### config.mk
export PLATFORM = sky130hd
export DESIGN_NAME = serial_block_sender_with_ack
export DESIGN_NICKNAME = d
export VERILOG_FILES = /design/src/sv/sbsa_pkg.sv /design/src/sv/sbsa_front.sv /design/src/sv/sbsa_queue.sv /design/src/sv/sbsa_back.sv /design/src/sv/serial_block_sender_with_ack.sv
export SDC_FILE = /design/constraint.sdc
export NUM_CORES = 1
export LEC_CHECK = 0
export CORE_ASPECT_RATIO = 1.25
export CORE_MARGIN = 2
export CORE_UTILIZATION = 55
export CTS_BUF_LIST = sky130_fd_sc_hd__clkbuf_16
export DETAILED_ROUTE_END_ITERATION = 10
export DONT_BUFFER_PORTS = 1
export PLACE_DENSITY = 0.79
export SETUP_SLACK_MARGIN = 0.5
export SLEW_MARGIN = 10
export SYNTH_ARGS = -nofsm -noshare
export SYNTH_HDL_FRONTEND = slang
export SYNTH_SLANG_ARGS = --single-unit
### constraint.sdc
create_clock -name clock -period 7.04 [get_ports clock]
set_clock_uncertainty 0.2 [all_clocks]
set_input_delay 0 -clock clock [delete_from_list [all_inputs] [get_ports clock]]
set_output_delay 0 -clock clock [all_outputs]
set_load 0.01 [all_outputs]
### src/sv/sbsa_pkg.sv
package sbsa_pkg;

   localparam logic [1:0] ACT_START = 2'd0;
   localparam logic [1:0] ACT_FILE  = 2'd1;
   localparam logic [1:0] ACT_EOF   = 2'd2;
   localparam logic [1:0] ACT_RX    = 2'd3;

   localparam logic [7:0] CODE_ERR  = 8'hBC;
   localparam logic [7:0] CODE_PAD  = 8'h20;
   localparam logic [7:0] CODE_HSOK = 8'h97;
   localparam logic [7:0] CODE_OK   = 8'hC8;
   localparam logic [7:0] FLAG_LAST = 8'h00;
   localparam logic [7:0] FLAG_DATA = 8'h80;
   localparam logic [7:0] CHAR_LF   = 8'h0A;
   localparam logic [7:0] CHAR_CR   = 8'h0D;

   localparam logic [1:0] ACK_BYTES = 2'd2;

   typedef enum logic [2:0] {
      PH_IDLE  = 3'd0,
      PH_FILL  = 3'd1,
      PH_SEND  = 3'd2,
      PH_WAIT  = 3'd3,
      PH_ACKD  = 3'd4,
      PH_DONE  = 3'd5,
      PH_ABORT = 3'd6,
      PH_FAIL  = 3'd7
   } phase_type;

   typedef struct packed {
      logic [1:0] action;
      logic [7:0] data;
      logic       tx_ready;
   } req_type;

   typedef struct packed {
      logic       tx_valid;
      logic [7:0] tx_byte;
      logic       accepted;
      logic [2:0] status;
   } rsp_type;

   // decoded request as it travels through the queue
   typedef struct packed {
      logic       is_start;
      logic       is_file;
      logic       is_eof;
      logic       is_rx;
      logic [7:0] data;
      logic       rx_err;
      logic       rx_hsok;
      logic       tx_ready;
   } cmd_type;

endpackage

### src/sv/sbsa_front.sv
module sbsa_front (
   input  sbsa_pkg::req_type req,
   output sbsa_pkg::cmd_type cmd
);

   always_comb begin
      cmd.is_start = 1'b0;
      cmd.is_file  = 1'b0;
      cmd.is_eof   = 1'b0;
      cmd.is_rx    = 1'b0;
      case (req.action)
         sbsa_pkg::ACT_START: cmd.is_start = 1'b1;
         sbsa_pkg::ACT_FILE:  cmd.is_file  = 1'b1;
         sbsa_pkg::ACT_EOF:   cmd.is_eof   = 1'b1;
         sbsa_pkg::ACT_RX:    cmd.is_rx    = 1'b1;
         default:             cmd.is_rx    = 1'b0;
      endcase
      // newline becomes carriage return for file bytes only
      if (req.action == sbsa_pkg::ACT_FILE && req.data == sbsa_pkg::CHAR_LF) begin
         cmd.data = sbsa_pkg::CHAR_CR;
      end else begin
         cmd.data = req.data;
      end
      cmd.rx_err   = (req.data == sbsa_pkg::CODE_ERR);
      cmd.rx_hsok  = (req.data == sbsa_pkg::CODE_HSOK);
      cmd.tx_ready = req.tx_ready;
   end

endmodule

### src/sv/sbsa_queue.sv
module sbsa_queue (
   input  logic              clock,
   input  logic              reset,
   input  logic              in_valid,
   output logic              in_ready,
   input  sbsa_pkg::cmd_type in_cmd,
   output logic              out_valid,
   input  logic              out_take,
   output sbsa_pkg::cmd_type out_cmd
);

   sbsa_pkg::cmd_type entry_ff [2];
   logic       wr_ptr_ff, wr_ptr_in;
   logic       rd_ptr_ff, rd_ptr_in;
   logic [1:0] count_ff, count_in;
   logic       push, pop;

   assign in_ready  = (count_ff != 2'd2);
   assign out_valid = (count_ff != 2'd0);
   assign out_cmd   = entry_ff[rd_ptr_ff];
   assign push      = in_valid && in_ready;
   assign pop       = out_take && out_valid;

   always_comb begin
      wr_ptr_in = push ? ~wr_ptr_ff : wr_ptr_ff;
      rd_ptr_in = pop ? ~rd_ptr_ff : rd_ptr_ff;
      count_in  = count_ff + {1'b0, push} - {1'b0, pop};
   end

   always_ff @(posedge clock) begin
      if (reset) begin
         wr_ptr_ff <= 1'b0;
         rd_ptr_ff <= 1'b0;
         count_ff  <= 2'd0;
      end else begin
         wr_ptr_ff <= wr_ptr_in;
         rd_ptr_ff <= rd_ptr_in;
         count_ff  <= count_in;
      end
   end

   always_ff @(posedge clock) begin
      if (push) begin
         entry_ff[wr_ptr_ff] <= in_cmd;
      end
   end

endmodule

### src/sv/sbsa_back.sv
module sbsa_back #(
   parameter int BLOCK_BYTES = 128
) (
   input  logic              clock,
   input  logic              reset,
   input  logic              cmd_valid,
   input  sbsa_pkg::cmd_type cmd,
   output logic              cmd_take,
   output logic              rsp_valid,
   input  logic              rsp_ready,
   output sbsa_pkg::rsp_type rsp_data
);

   localparam int FW = $clog2(BLOCK_BYTES + 1);
   localparam int PW = $clog2(BLOCK_BYTES + 2);
   localparam int AW = (BLOCK_BYTES > 1) ? $clog2(BLOCK_BYTES) : 1;
   localparam logic [PW-1:0] LAST_POS = PW'(BLOCK_BYTES + 1);
   localparam logic [FW:0]   FULL_CNT = (FW + 1)'(BLOCK_BYTES);

   logic [7:0] mem [BLOCK_BYTES];
   logic [7:0] rd_data_ff;
   logic [AW-1:0] raddr;
   logic [PW-1:0] pos_m1;
   logic       wr_en;

   sbsa_pkg::phase_type phase_ff, phase_in, phase_mid;
   logic [FW-1:0] fill_ff, fill_in;
   logic [FW:0]   fill_sum;
   logic [PW-1:0] pos_ff, pos_in, pos_cur, k;
   logic [7:0]    csum_ff, csum_in, csum_cur;
   logic          final_ff, final_in;
   logic          closing_ff, closing_in, closing_cur;
   logic [1:0]    ackp_ff, ackp_in;
   logic [7:0]    ackx_ff, ackx_in;
   logic          rsp_valid_ff, rsp_valid_in;
   sbsa_pkg::rsp_type rsp_ff, rsp_in;

   logic fire;
   logic start_ok, file_ok, eof_ok, rx_send, abort, rx_wait, rx_ackd;
   logic ack_final, ack_match, fill_full, begin_blk, act_tx, emit, last_emit;
   logic acc;
   logic [7:0] blk_byte, act_byte;

   assign fire      = cmd_valid && (!rsp_valid_ff || rsp_ready);
   assign cmd_take  = fire;
   assign rsp_valid = rsp_valid_ff;
   assign rsp_data  = rsp_ff;

   // decode what this request does in the current phase
   always_comb begin
      start_ok  = cmd.is_start && (phase_ff inside {sbsa_pkg::PH_IDLE, sbsa_pkg::PH_DONE,
                                                    sbsa_pkg::PH_ABORT, sbsa_pkg::PH_FAIL});
      file_ok   = cmd.is_file && (phase_ff == sbsa_pkg::PH_FILL);
      eof_ok    = cmd.is_eof && (phase_ff == sbsa_pkg::PH_FILL);
      rx_send   = cmd.is_rx && (phase_ff == sbsa_pkg::PH_SEND);
      abort     = rx_send && cmd.rx_err;
      rx_wait   = cmd.is_rx && (phase_ff == sbsa_pkg::PH_WAIT);
      rx_ackd   = cmd.is_rx && (phase_ff == sbsa_pkg::PH_ACKD);
      ack_final = rx_ackd && (ackp_ff >= sbsa_pkg::ACK_BYTES);
      ack_match = (cmd.data == ackx_ff);
      fill_sum  = {1'b0, fill_ff} + (FW + 1)'(1);
      fill_full = file_ok && (fill_sum >= FULL_CNT);
      begin_blk = fill_full || eof_ok || (ack_final && ack_match && final_ff);

      phase_mid = phase_ff;
      if (start_ok) begin
         phase_mid = sbsa_pkg::PH_FILL;
      end else if (begin_blk) begin
         phase_mid = sbsa_pkg::PH_SEND;
      end else if (abort) begin
         phase_mid = sbsa_pkg::PH_ABORT;
      end else if (rx_wait) begin
         phase_mid = cmd.rx_hsok ? sbsa_pkg::PH_ACKD : sbsa_pkg::PH_FAIL;
      end else if (ack_final) begin
         phase_mid = ack_match ? sbsa_pkg::PH_FILL : sbsa_pkg::PH_FAIL;
      end

      act_tx      = rx_wait || ack_final;
      emit        = !abort && !act_tx && cmd.tx_ready && (phase_mid == sbsa_pkg::PH_SEND);
      pos_cur     = begin_blk ? '0 : pos_ff;
      csum_cur    = begin_blk ? 8'h00 : csum_ff;
      closing_cur = closing_ff || (ack_final && ack_match && final_ff);
      last_emit   = emit && (pos_cur == LAST_POS);
   end

   always_comb begin
      phase_in = phase_ff;
      if (fire) begin
         phase_in = phase_mid;
         if (last_emit) begin
            phase_in = closing_cur ? sbsa_pkg::PH_DONE : sbsa_pkg::PH_WAIT;
         end
      end
   end

   always_comb begin
      k = pos_cur - PW'(1);
      if (pos_cur == '0) begin
         blk_byte = closing_cur ? sbsa_pkg::FLAG_LAST : sbsa_pkg::FLAG_DATA;
      end else if (pos_cur == LAST_POS) begin
         blk_byte = csum_cur;
      end else if (k < PW'(fill_ff)) begin
         blk_byte = rd_data_ff;
      end else begin
         blk_byte = sbsa_pkg::CODE_PAD;
      end

      if (rx_wait) begin
         act_byte = cmd.rx_hsok ? sbsa_pkg::CODE_HSOK : sbsa_pkg::CODE_ERR;
      end else begin
         act_byte = ack_match ? sbsa_pkg::CODE_OK : sbsa_pkg::CODE_ERR;
      end

      acc = start_ok || file_ok || eof_ok || rx_send || rx_wait || rx_ackd;

      rsp_in.tx_valid = act_tx || emit;
      rsp_in.tx_byte  = act_tx ? act_byte : (emit ? blk_byte : 8'h00);
      rsp_in.accepted = acc;
      rsp_in.status   = phase_in;

      fill_in    = fill_ff;
      pos_in     = pos_ff;
      csum_in    = csum_ff;
      final_in   = final_ff;
      closing_in = closing_ff;
      ackp_in    = ackp_ff;
      ackx_in    = ackx_ff;
      wr_en      = fire && file_ok;

      if (fire) begin
         if (start_ok) begin
            fill_in    = '0;
            final_in   = 1'b0;
            closing_in = 1'b0;
            ackp_in    = 2'd0;
            ackx_in    = 8'h00;
            pos_in     = '0;
            csum_in    = 8'h00;
         end
         if (file_ok) begin
            fill_in = fill_sum[FW-1:0];
         end
         if (eof_ok) begin
            final_in = 1'b1;
         end
         if (begin_blk) begin
            pos_in  = '0;
            csum_in = 8'h00;
         end
         if (rx_wait && cmd.rx_hsok) begin
            ackp_in = 2'd0;
            ackx_in = 8'h00;
         end
         if (rx_ackd && !ack_final) begin
            ackx_in = ackx_ff ^ cmd.data;
            ackp_in = ackp_ff + 2'd1;
         end
         if (ack_final) begin
            ackp_in = 2'd0;
            if (ack_match) begin
               fill_in = '0;
               if (final_ff) begin
                  closing_in = 1'b1;
               end
            end
         end
         if (emit) begin
            if (last_emit) begin
               pos_in = '0;
            end else begin
               csum_in = csum_cur ^ blk_byte;
               pos_in  = pos_cur + PW'(1);
            end
         end
      end

      // prefetch the payload byte for the position that comes next
      pos_m1 = pos_in - PW'(1);
      raddr  = pos_m1[AW-1:0];

      if (fire) begin
         rsp_valid_in = 1'b1;
      end else if (rsp_ready) begin
         rsp_valid_in = 1'b0;
      end else begin
         rsp_valid_in = rsp_valid_ff;
      end
   end

   always_ff @(posedge clock) begin
      if (reset) begin
         phase_ff     <= sbsa_pkg::PH_IDLE;
         fill_ff      <= '0;
         pos_ff       <= '0;
         csum_ff      <= 8'h00;
         final_ff     <= 1'b0;
         closing_ff   <= 1'b0;
         ackp_ff      <= 2'd0;
         ackx_ff      <= 8'h00;
         rsp_valid_ff <= 1'b0;
      end else begin
         phase_ff     <= phase_in;
         fill_ff      <= fill_in;
         pos_ff       <= pos_in;
         csum_ff      <= csum_in;
         final_ff     <= final_in;
         closing_ff   <= closing_in;
         ackp_ff      <= ackp_in;
         ackx_ff      <= ackx_in;
         rsp_valid_ff <= rsp_valid_in;
      end
   end

   always_ff @(posedge clock) begin
      if (fire) begin
         rsp_ff <= rsp_in;
      end
   end

   always_ff @(posedge clock) begin
      if (wr_en) begin
         mem[fill_ff[AW-1:0]] <= cmd.data;
      end
      // a byte written in this cycle goes straight to the read register
      if (wr_en && (fill_ff[AW-1:0] == raddr)) begin
         rd_data_ff <= cmd.data;
      end else begin
         rd_data_ff <= mem[raddr];
      end
   end

endmodule

### src/sv/serial_block_sender_with_ack.sv
// Block sender for a serial link with per-block acknowledgement.
// Request channel (req_valid/req_ready/req_data): one event per request,
// either a start, a file byte, end of file, or a byte received from the
// client, together with the transmitter's ready flag.
// Response channel (rsp_valid/rsp_ready/rsp_data): exactly one response per
// request, in order, carrying the byte to send (if any), whether the request
// was taken in the current phase, and the phase after it.
// A request is registered in the decode queue, the back end executes it
// when it leaves the queue, and its response then waits in the output
// register.
// Throughput is one request per cycle while the receiver takes responses;
// the phase, position and checksum registers are updated per request, and
// the payload memory is read ahead into a register for the byte it supplies.
// Reset clears the phase to idle and empties the queue and output register;
// the payload memory needs no clearing since every byte read was written in
// the same block.
// When the receiver stalls the response is held, the queue fills within two
// requests and req_ready then drops until responses drain.
module serial_block_sender_with_ack #(
   parameter int BLOCK_BYTES = 128
) (
   input  logic              clock,
   input  logic              reset,
   input  logic              req_valid,
   output logic              req_ready,
   input  sbsa_pkg::req_type req_data,
   output logic              rsp_valid,
   input  logic              rsp_ready,
   output sbsa_pkg::rsp_type rsp_data
);

   sbsa_pkg::cmd_type dec_cmd, q_cmd;
   logic q_valid, q_take;

   sbsa_front u_front (
      .req (req_data),
      .cmd (dec_cmd)
   );

   sbsa_queue u_queue (
      .clock     (clock),
      .reset     (reset),
      .in_valid  (req_valid),
      .in_ready  (req_ready),
      .in_cmd    (dec_cmd),
      .out_valid (q_valid),
      .out_take  (q_take),
      .out_cmd   (q_cmd)
   );

   sbsa_back #(
      .BLOCK_BYTES (BLOCK_BYTES)
   ) u_back (
      .clock     (clock),
      .reset     (reset),
      .cmd_valid (q_valid),
      .cmd       (q_cmd),
      .cmd_take  (q_take),
      .rsp_valid (rsp_valid),
      .rsp_ready (rsp_ready),
      .rsp_data  (rsp_data)
   );

   a_reset_clears : assert property (@(posedge clock)
      reset |=> (!rsp_valid && !q_valid))
      else $error("reset left work pending");

   a_quiet_byte : assert property (@(posedge clock) disable iff (reset)
      rsp_valid |-> (rsp_data.tx_valid || rsp_data.tx_byte == 8'h00))
      else $error("byte field nonzero without tx_valid");

   a_stall_holds_queue : assert property (@(posedge clock) disable iff (reset)
      (rsp_valid && !rsp_ready) |-> !q_take)
      else $error("queue popped while response stalled");

endmodule

Word level (Yosys, flattened, before mapping). Memory sizes are Yosys's and may differ from the RTL's. A register that Yosys moved wholly into a read port is not among the register bits. Index checks and enable logic that the tools add are counted.

$add $sub $neg: 7. Eq/ne operators: 17. Reduce and logical (&&, ||, !) cells: 49. Magnitude comparators: 3. Muxes and demuxes: 60. Bitwise gates (word level): 4.

Operators by type and width (number): 8-bit 2-to-1 mux (26); 3-bit 2-to-1 mux (9); 8-bit equality test, second input constant (3); 1-bit logical AND (22); 1-bit 2-to-1 mux (18); 8-bit XOR (2); 3-bit equality test, second input constant (4); 1-bit logical OR (11); 2-bit 2-to-1 mux (5); 8-bit by 1-bit adder with 9-bit output, second input constant (1); 3-bit by 2-bit equality test with 1-bit output, second input constant (3); 9-bit by 8-bit >= comparator with 1-bit output, second input constant (1); 8-bit by 1-bit adder with 8-bit output, second input constant (1); 8-bit by 4-bit equality test with 1-bit output, second input constant (1); 8-bit equality test (1); 8-bit logical NOT (1); 8-bit < comparator (1); 4-bit nonzero test (2); 8-bit by 1-bit subtractor with 8-bit output, second input constant (1); 7-bit 2-to-1 mux (1); 7-bit by 1-bit subtractor with 7-bit output, second input constant (1); 6-bit 2-to-1 mux (1); 2-bit AND reduction (3); 2-bit nonzero test (3); 13 further kinds (18).

Word-level logic and storage cells: 158. Memories: 2. Input port bits: 15. Bits in registers: 57. Output and inout port bits: 15. Memory bits (writable): 1054.

Memories: u_back.mem (depth 128, bits a word 8, read ports 1, clocked after Yosys merged registers in 1, wr ports 1, RTL line sbsa_back.sv:20) `logic [7:0] mem [BLOCK_BYTES];`; u_queue.entry_ff (depth 2, bits a word 15, read ports 1, clocked after Yosys merged registers in 1, wr ports 1, RTL line sbsa_queue.sv:12) `sbsa_pkg::cmd_type entry_ff [2];`.

Longest topological paths before layout. Gate-level depths: netlist of the first run.

Depth after elaboration: 15. Gate-level depth with buffers: 23. Depth with buffers taken out: 21.

Cells and area by module. Synthesis of the first run repeated with hierarchy kept, for this count alone.

Cells, all modules: 2299. Area total of the unflattened synthesis: 44929.3 sq um.

Modules (own cells, without submodules): sbsa_back (cells an instance 2206, area each 43406.6 sq um, sequential area each 32080.8 sq um, times used 1); sbsa_queue (cells an instance 71, area each 1367.6 sq um, sequential area each 1001.0 sq um, times used 1); sbsa_front (cells an instance 22, area each 155.1 sq um, sequential area each 0.0 sq um, times used 1).

Worst setup path after synthesis of the first run. Ideal clock, no wire load.

Kind: reg2reg. From: register with a tool-made name. To: register u_back.csum_ff[1]. Arrival: 4261 ps. Data required time: 6781 ps. Period minus slack after synthesis: 4521 ps. Slack: 2519 ps. Stages on the path, launching flop included: 22. Setup time: 59 ps. Buffers on the path: 3. Cell sequence: dfxtp_1 > buf_6 > mux2i_2 > xnor2_1 > nor4_4 > nand4_4 > and2_0 > clkbuf_1 > nand2_1 > inv_1 > ha_1 > or3_1 > ha_1 > a21o_1 > a21oi_1 > o21ai_0 > a211oi_4 > nand3_4 > or3_1 > buf_2 > a211o_1 > nand2_1.

RTL lines: end signal, assigned (RTL line sbsa_back.sv:205) `csum_ff <= csum_in;`; end, declared (RTL line sbsa_back.sv:30) `logic [7:0] csum_ff, csum_in, csum_cur;`.

Worst setup path after layout of the first run.
From: register u_back.fill_ff[5]. To: register u_back.csum_ff[2].

Cells in the longest elaborated chain, start to end: 14. Elaborated cells between the ends (all ways): 23. Those cells by class: add/sub (2); order compare (2); eq/ne (2); mux (10); bitwise (1); reduce/logical (6).

Ends and longest elaborated chain: start, declared (RTL line sbsa_back.sv:27) `logic [FW-1:0] fill_ff, fill_in;`; start signal, assigned (RTL line sbsa_back.sv:203) `fill_ff <= fill_in;`; 8-bit by 1-bit adder with 9-bit output (RTL line sbsa_back.sv:61) `fill_sum = {1'b0, fill_ff} + (FW + 1)'(1);`; 9-bit by 8-bit >= comparator with 1-bit output (RTL line sbsa_back.sv:62) `fill_full = file_ok && (fill_sum >= FULL_CNT);`; 1-bit logical AND (RTL line sbsa_back.sv:62); 1-bit logical OR (2 in series) (RTL line sbsa_back.sv:63) `begin_blk = fill_full || eof_ok || (ack_final && ack_match && final_ff);`; 8-bit 2-to-1 mux (RTL line sbsa_back.sv:80) `pos_cur = begin_blk ? '0 : pos_ff;`; 8-bit by 1-bit subtractor with 8-bit output (RTL line sbsa_back.sv:97) `k = pos_cur - PW'(1);`; 8-bit < comparator (RTL line sbsa_back.sv:102) `end else if (k < PW'(fill_ff)) begin`; 8-bit 2-to-1 mux (RTL line sbsa_back.sv:102); 8-bit 2-to-1 mux (RTL line sbsa_back.sv:100) `end else if (pos_cur == LAST_POS) begin`; 8-bit 2-to-1 mux (RTL line sbsa_back.sv:98) `if (pos_cur == '0) begin`; 8-bit XOR (RTL line sbsa_back.sv:171) `csum_in = csum_cur ^ blk_byte;`; 8-bit 2-to-1 mux (RTL line sbsa_back.sv:168) `if (last_emit) begin`; 8-bit 2-to-1 mux * (RTL line sbsa_back.sv:167) `if (emit) begin`.

Every way passes the cells marked *; elsewhere a longest branch is shown, timed or not. A chain may end at the register's enable or synchronous reset.

==> Flow_metrics.wiki, run 1 <==
{| class="wikitable"
! Metric !! Value
|-
| Result of the run || complete, no violations
|-
| TritonCTS buffer count || 101
|-
| FMAX || ~0.18 GHz
|-
| Detailed placer's ending HPWL || between 50 and 60 mm
|-
| Violation count after the first detailed-routing iteration || about 3,200
|-
| Count of unresolved DRC violations after routing || 0
|-
| Hold slack final || 7.57 ps
|-
| Final setup violation count || 0
|-
| Synth Area per Inst || between 20 and 25 µm²
|-
| Number of antenna violations at the first check in global routing || 0
|-
| Vias post-DR || approximately 22,000
|-
| CP delay by family, top || simple AND/OR/NAND/NOR gates
|-
| Via count of the first global-routing pass || between 20,000 and 25,000
|-
| Cell with the most instances after synthesis || edfxtp_1
|-
| Actual slew at the worst max-slew pin || approximately 1300 ps
|-
| Length of the first detailed-routing pass in iterations || 8
|-
| Setup Crit Path Kind || flip-flop to flip-flop
|-
| Cell taking the most area after synthesis || edfxtp_1
|-
| Relative slew slack || 0.130
|-
| Worst-case vdd ir drop || ~0.27 mV
|-
| Max-slew violation count || 0
|-
| Seq cells post-synth || between 1,000 and 1,500
|-
| Number of max-cap violations || 0
|-
| Post-Synthesis Cells || around 2,200
|-
| Cell Area, Synth || 0.0447 mm²
|-
| Final instance area || 0.0492 mm²
|-
| Data arrival time of the critical path || roughly 6000 ps
|-
| Slowest stage delay, CP || 660 ps
|-
| Total negative slack || 0 ps
|-
| Share of layout cells above drive strength 1 || 0.234
|-
| Basic-gate share of the synthesized area counting and, or, nand and nor cells || 0.0414
|-
| FFs w/ async S/R, synth || 0
|-
| Chip Height || 323 µm
|-
| Number of I/O port buffers || 0
|-
| Post-route clock period utilization || 0.791
|-
| Core Region || ~0.08 mm²
|-
| Detailed-route wire length || between 100 and 150 mm
|-
| Library cell contributing the largest single delay on the critical path || or4_1
|-
| Dominant combinational cell family by area after synthesis || multiplexers
|-
| Clock latency on the worst-skew pair || roughly 700 ps
|-
| CTS H-Tree Depth || 3
|-
| Pin count of the biggest net entering global routing || approximately 120
|-
| Critical Path Start Type || flip-flop
|-
| Antenna violation net count after detailed routing || 0
|-
| Post-CTS setup-driven buffer insertion count || 0
|-
| Sinks on Clock Net || approximately 1,100
|-
| Endpoint required time on the critical path || 7460 ps
|-
| Multiplexer fraction of the synthesized cell area || 0.170
|-
| Vias per Instance || roughly 6.6
|-
| Worst setup slack before clock tree synthesis || about 1700 ps
|-
| Cell type with the highest occurrence count on the critical path || nand2_1
|-
| Count of endpoints failing hold in the final timing report || 0
|-
| FP Rows || 116
|-
| Total placed instance area || about 0.046 mm²
|-
| WP buf/inv || 0
|-
| Leak || roughly 16 nW
|-
| Worst-path maximum fanout || 11
|-
| Worst hold-check path type || input pin to flip-flop
|-
| TritonCTS clock tree || built
|-
| List of cells traversed by the critical path || nand4_1, or4_1, a31oi_1, and2_0, nand2_1, ha_1, nand2_1, nand3_1, o211ai_1, ha_1, nor2b_1, o21ai_0, o21ai_0, a211oi_4, nand3_4, or3_1, a211o_1, nand2_1
|-
| Starting density of the core || 0.557
|-
| Count of antenna diodes in the layout || 0
|-
| Largest cells by area after synthesis || edfxtp_1 72%, mux4_2 16%, dfxtp_1 2.3%
|-
| Horizontal extent of the die || 259 µm
|-
| Fin crit period || roughly 5600 ps
|-
| Capturing element type of the critical path || flip-flop
|-
| Syn. warnings || 0
|-
| Xor/xnor share of the synthesized area || 0.00470
|-
| Library cells used by synthesis || between 80 and 90
|-
| Part of the Yosys area used for sequential elements || 0.740
|-
| Die outline area || roughly 0.084 mm²
|-
| Synth Area in Adders || 0.00448
|-
| Overflow left after global routing || 0
|-
| Layout area overhead || 10.2%
|-
| Reg clk slew, reported paths || 70 ps
|-
| Global routing usage summed across all routing layers || 0.253
|-
| Setup repair after global routing missed its margin || no
|-
| Num ports || 30
|-
| Proportion of netlist area held by the largest area contributor || 0.717
|-
| Compound-gate portion of the synthesized area || 0.0220
|-
| Number of synthesized flops with an enable pin || around 1,100
|-
| Top cell types by occurrence after synthesis || 1,067 x edfxtp_1, 320 x mux4_2, 199 x nor2_1, 67 x nand2_1, 52 x dfxtp_1
|-
| Maximum buffer depth of the clock tree || 3
|-
| Fin nets || between 2,000 and 2,500
|-
| Final GP Congestion || about 0.85
|-
| Post-synth net total || around 2,200
|-
| Flip-flop cell with the highest count after synthesis || edfxtp_1
|-
| PnR worst setup slack || ~1500 ps
|-
| Power Dens Cells || between 300 and 400 mW/mm²
|-
| Routed WL per cell || between 30 and 40 µm
|-
| Wire length of the first global-routing pass || ~150 mm
|-
| Clock tree root driver cell || clkbuf_16
|}
[through the flow]
stage               std cells  total power (W)   util
floorplan                2194          0.00979      -
global placement         3168           0.0105  0.569
detailed placement       3168           0.0106  0.569
CTS                      3383           0.0160  0.613
global route             3383           0.0164  0.614
finish                   3383           0.0159  0.614
[layer usage]
layer,part of all wire,up-vias,global-route usage
li1,-,9098,-
met1,0.36,11745,0.330
met2,0.52,1254,0.429
met3,0.079,246,0.0362
met4,0.043,0,0.108
met5,0,-,0
[registers in the layout (all words and copies together), names as in the netlist, named ones only]
| register | count |
|---|---|
| u_queue.wr_ptr_ff | 1 |
| u_back.ackp_ff | 2 |
| u_back.closing_ff | 1 |
| u_back.final_ff | 1 |
| u_queue.count_ff | 2 |
| u_back.rsp_data | 13 |
| u_back.phase_ff | 3 |
| u_back.pos_ff | 8 |
| u_back.rsp_valid | 1 |
| u_back.ackx_ff | 8 |
| u_back.fill_ff | 8 |
| u_back.csum_ff | 8 |
| u_queue.entry_ff | 30 |
| u_back.mem | 1024 |
| u_queue.rd_ptr_ff | 1 |
[where the power goes]
group	leakage (nW)	switching, W	internal [W]
registers	10.0	0.000144	0.00805
clock network	1.64	0.00245	0.00297
logic	3.96	0.00160	0.000710
[cell usage in the layout, fill, tap and decap left out, types with 6 or more instances in the layout]
master            n
nor2b_1          14
clkbuf_16       103
ha_1             16
o31ai_1           6
and2_1            7
nor3_1           17
nor2_1          198
xnor2_1          19
edfxtp_1       1067
o21ai_0          24
buf_4            21
dfxtp_1          49
mux4_2          320
dlygate4sd3_1    28
inv_1            38
bufinv_16         8
a211o_1           6
a21oi_1          32
nand2_1          67
mux2i_1          23
nand2b_1         12
and3_1           10
nand3_1          29
buf_12            6
a22oi_1          14
clkinv_1         20
clkinv_2         28
clkinvlp_4        8
o211ai_1         13
[final cells by class]
type	count	area [µm²]
sequential	1119	33100
fill	5187	31000
multi-input combinational	926	10800
clock buffer	103	2580
tap	1062	1330
clock inverter	83	687
timing repair buffer	56	569
inverter	34	145
[repair_timing]
action,4_1_cts,5_1_grt
hold buffers,29,0
hold endpoints to repair,106,0
resized for setup,0,0
[worst paths after layout]
| path | start | to | slack, ps | depth (start not counted) |
|---|---|---|---|---|
| max | u_back.fill_ff[5]$_SDFFE_PP0P_ | u_back.csum_ff[2]$_SDFFE_PP0P_ | 1470 | 18 |
| min | req_data[9] | u_queue.entry_ff[1][12]$_DFFE_PP_ | 8 | 2 |
| max reg2reg | u_back.fill_ff[5]$_SDFFE_PP0P_ | u_back.csum_ff[2]$_SDFFE_PP0P_ | 1470 | 18 |
| min reg2reg | u_back.csum_ff[1]$_SDFFE_PP0P_ | u_back.csum_ff[1]$_SDFFE_PP0P_ | 310 | 2 |
[cell families (layout without fill, tap and decap cells)]
logic type | after synthesis | in the layout
flops | 1119 | 1119
simple gates | 392 | 392
compound gates | 140 | 140
fa+ha+maj | 16 | 16
buf+inv | 149 | 276
mux | 354 | 354
xor+xnor | 24 | 24
(Power assumes the default switching activity.)
==> run 2, diff against run 1 <==
- clock period: 7.04 -> 5.24 ns (I/O delays scaled with it)
==> run 2 against run 1 <==
Compared with the run above:
- count of clock-buffer cells in the layout fell by 4
- combinational power grew 45%
- utilization up 0.46 points
- non-clock buffer count grew 47
- cell area grew 0.74%
- final cell count up 1.1%
- maximum frequency increased by 21%
- setup slack worse by 820 ps
- sequential cell count did not move
- hold slack gained 34 ps
- largest cell class unchanged
- largest power group unchanged
==> Flow_metrics.wiki, run 2 (synthesized netlist as in run 1, its figures left out) <==
{| class="wikitable"
! Metric !! Value
|-
| Setup Crit Path Kind || flip-flop to flip-flop
|-
| Worst-case vdd ir drop || between 0.3 and 0.4 mV
|-
| Number of I/O port buffers || 0
|-
| Slowest stage delay, CP || between 400 and 500 ps
|-
| Sinks on Clock Net || around 1,100
|-
| Filler Cells Inserted || about 5,100
|-
| Num ports || 30
|-
| Maximum buffer depth of the clock tree || 3
|-
| Final instance area || approximately 0.05 mm²
|-
| Commonest cells after routing, fill and taps aside || 1,067 x edfxtp_1, 320 x mux4_2, 199 x nor2_1
|-
| Overflow left after global routing || 0
|-
| Detailed placer's ending HPWL || just over 60 mm
|-
| Utilization after layout || 0.618
|-
| Count of endpoints failing hold in the final timing report || 0
|-
| Endpoint required time on the critical path || roughly 5700 ps
|-
| Via count of the first global-routing pass || ~23,000
|-
| Critical Path Start Type || flip-flop
|-
| Total power || about 0.021 W
|-
| Vias per Instance || 6.60
|-
| Max-slew violation count || 0
|-
| Die outline area || roughly 0.084 mm²
|-
| Capturing element type of the critical path || flip-flop
|-
| Core Region || 0.0803 mm²
|-
| Fin nets || between 2,000 and 2,500
|-
| FP Rows || between 100 and 150
|-
| Post-route clock period utilization || 0.875
|-
| Length of the first detailed-routing pass in iterations || 7
|-
| Starting density of the core || 0.557
|-
| Total negative slack || 0 ps
|-
| Routed WL per cell || 30.6 µm
|-
| Final GP Congestion || between 0.8 and 0.9
|-
| Global routing usage summed across all routing layers || 0.255
|-
| Worst-path maximum fanout || 6
|-
| FMAX || 0.218 GHz
|-
| Final setup violation count || 0
|-
| Wire length of the first global-routing pass || roughly 160 mm
|-
| Relative slew slack || 0.233
|-
| Chip Height || between 300 and 400 µm
|-
| Fin crit period || approximately 4600 ps
|-
| Pin count of the biggest net entering global routing || between 90 and 100
|-
| Detailed-route wire length || between 100 and 150 mm
|-
| Layout area overhead || 11.0%
|-
| Clock tree root driver cell || clkbuf_16
|-
| Flip-flop count of the largest register, all copies and words added || roughly 1,000
|-
| CTS H-Tree Depth || 3
|-
| Worst hold-check path type || input pin to flip-flop
|-
| Most common cell after layout, fill and taps aside || edfxtp_1
|-
| Setup repair after global routing missed its margin || no
|-
| Count of unresolved DRC violations after routing || 0
|-
| List of cells traversed by the critical path || buf_12, mux2i_4, xnor2_1, nor4_4, buf_4, nand4_4, and2_4, nand2_2, inv_1, ha_2, or3_1, ha_1, a21o_1, a21oi_2, o21ai_2, a211oi_4, nand3_4, or3_4, a211o_1, nand2_1
|-
| Actual slew at the worst max-slew pin || roughly 1100 ps
|-
| Reg clk slew, reported paths || approximately 70 ps
|-
| TritonCTS clock tree || built
|-
| Number of max-cap violations || 0
|-
| Share of layout cells above drive strength 1 || 0.245
|-
| Total placed instance area || between 0.04 and 0.05 mm²
|-
| Number of antenna violations at the first check in global routing || 3
|-
| Power Dens Cells || 431 mW/mm²
|-
| Result of the run || complete, no violations
|-
| Leak || 15.9 nW
|-
| TritonCTS buffer count || between 90 and 100
|-
| Vias post-DR || around 23,000
|-
| Data arrival time of the critical path || approximately 5000 ps
|-
| Antenna violation net count after detailed routing || 0
|-
| Library cell contributing the largest single delay on the critical path || or3_4
|-
| Hold slack final || around 42 ps
|-
| Horizontal extent of the die || 259 µm
|-
| Violation count after the first detailed-routing iteration || ~2,900
|-
| Clock latency on the worst-skew pair || between 600 and 700 ps
|}
-- run 2: changes by cell type in the layout (fill, tap and decap cells not counted), moves of 3 or more --
cell        before  now
clkinv_2        28   18
mux2i_4          1    7
mux2i_2          4    0
buf_12           6   10
clkbuf_16      103  100
inv_1           38   48
buf_4           21   63
clkinvlp_4       8    0
-- run 2: path summary, 6_finish.rpt --
kind                                   from  depth (start not counted)  slack (ps)                               end
min reg2reg  u_back.ackp_ff[0]$_SDFFE_PP0P_                          1         300    u_back.ackp_ff[0]$_SDFFE_PP0P_
min                             req_data[2]                          3          40  u_queue.entry_ff[1][1]$_DFFE_PP_
max                               flip-flop                         20         660    u_back.csum_ff[2]$_SDFFE_PP0P_
max reg2reg                       flip-flop                         20         660    u_back.csum_ff[2]$_SDFFE_PP0P_
-- run 2: worst max-delay path, delay by kind of cell, from the launching register on --
kind	cells	cell delay (ps)
and+or+nand+nor	8	1780
AOI/OAI and AO/OA	5	920
buffers and inverters	3	410
adders and majority gates	2	400
DFF	1	380
muxes	1	270
xor gates and xnor gates	1	130
-- run 2: cell type report --
class                   instances  area (µm²)  share of cell area
diodes                          1        2.50           0.0000504
clock buffers                  99        2480              0.0499
clock inverters                76         618              0.0125
inverters                      34         145             0.00293
multi-input cells             926       11000               0.221
flip-flops and latches       1119       33100               0.667
well taps                    1062        1330              0.0268
repair buffers                103         988              0.0199
-- run 2: metal layers --
layer / share of wire / wire length (µm) / vias up / track usage
met4: 0.051 / 5310 / 2 / 0.125
li1: - / - / 9200 / -
met1: 0.35 / 36500 / 11755 / 0.318
met2: 0.51 / 53800 / 1356 / 0.437
met3: 0.085 / 8900 / 276 / 0.0431
met5: 0.00012 / 13 / - / 0
-- run 2: what timing repair did --
item | CTS | global route
pin swaps | 4 | 4
resized for setup | 6 | 20
endpoints found under the hold margin | 108 | 0
endpoints found under the setup margin | 16 | 10
buffers inserted | 8 | 7
hold buffers | 30 | 0
gates cloned | 0 | 1
-- run 2: stage by stage --
step	setup WS [ps]	cells
2_1_floorplan	719	2194
5_1_grt	515	3419
3_3_place_gp	290	3198
6_report	657	3420
3_5_place_dp	54.4	3198
4_1_cts	533	3411
-- run 2: where the power goes --
| group | switching (W) | total, W | internal, W |
|---|---|---|---|
| Combinational | 0.00226 | 0.00335 | 0.00108 |
| Sequential | 0.000157 | 0.0110 | 0.0108 |
| Clock | 0.00319 | 0.00707 | 0.00388 |
| Total | 0.00561 | 0.0214 | 0.0158 |
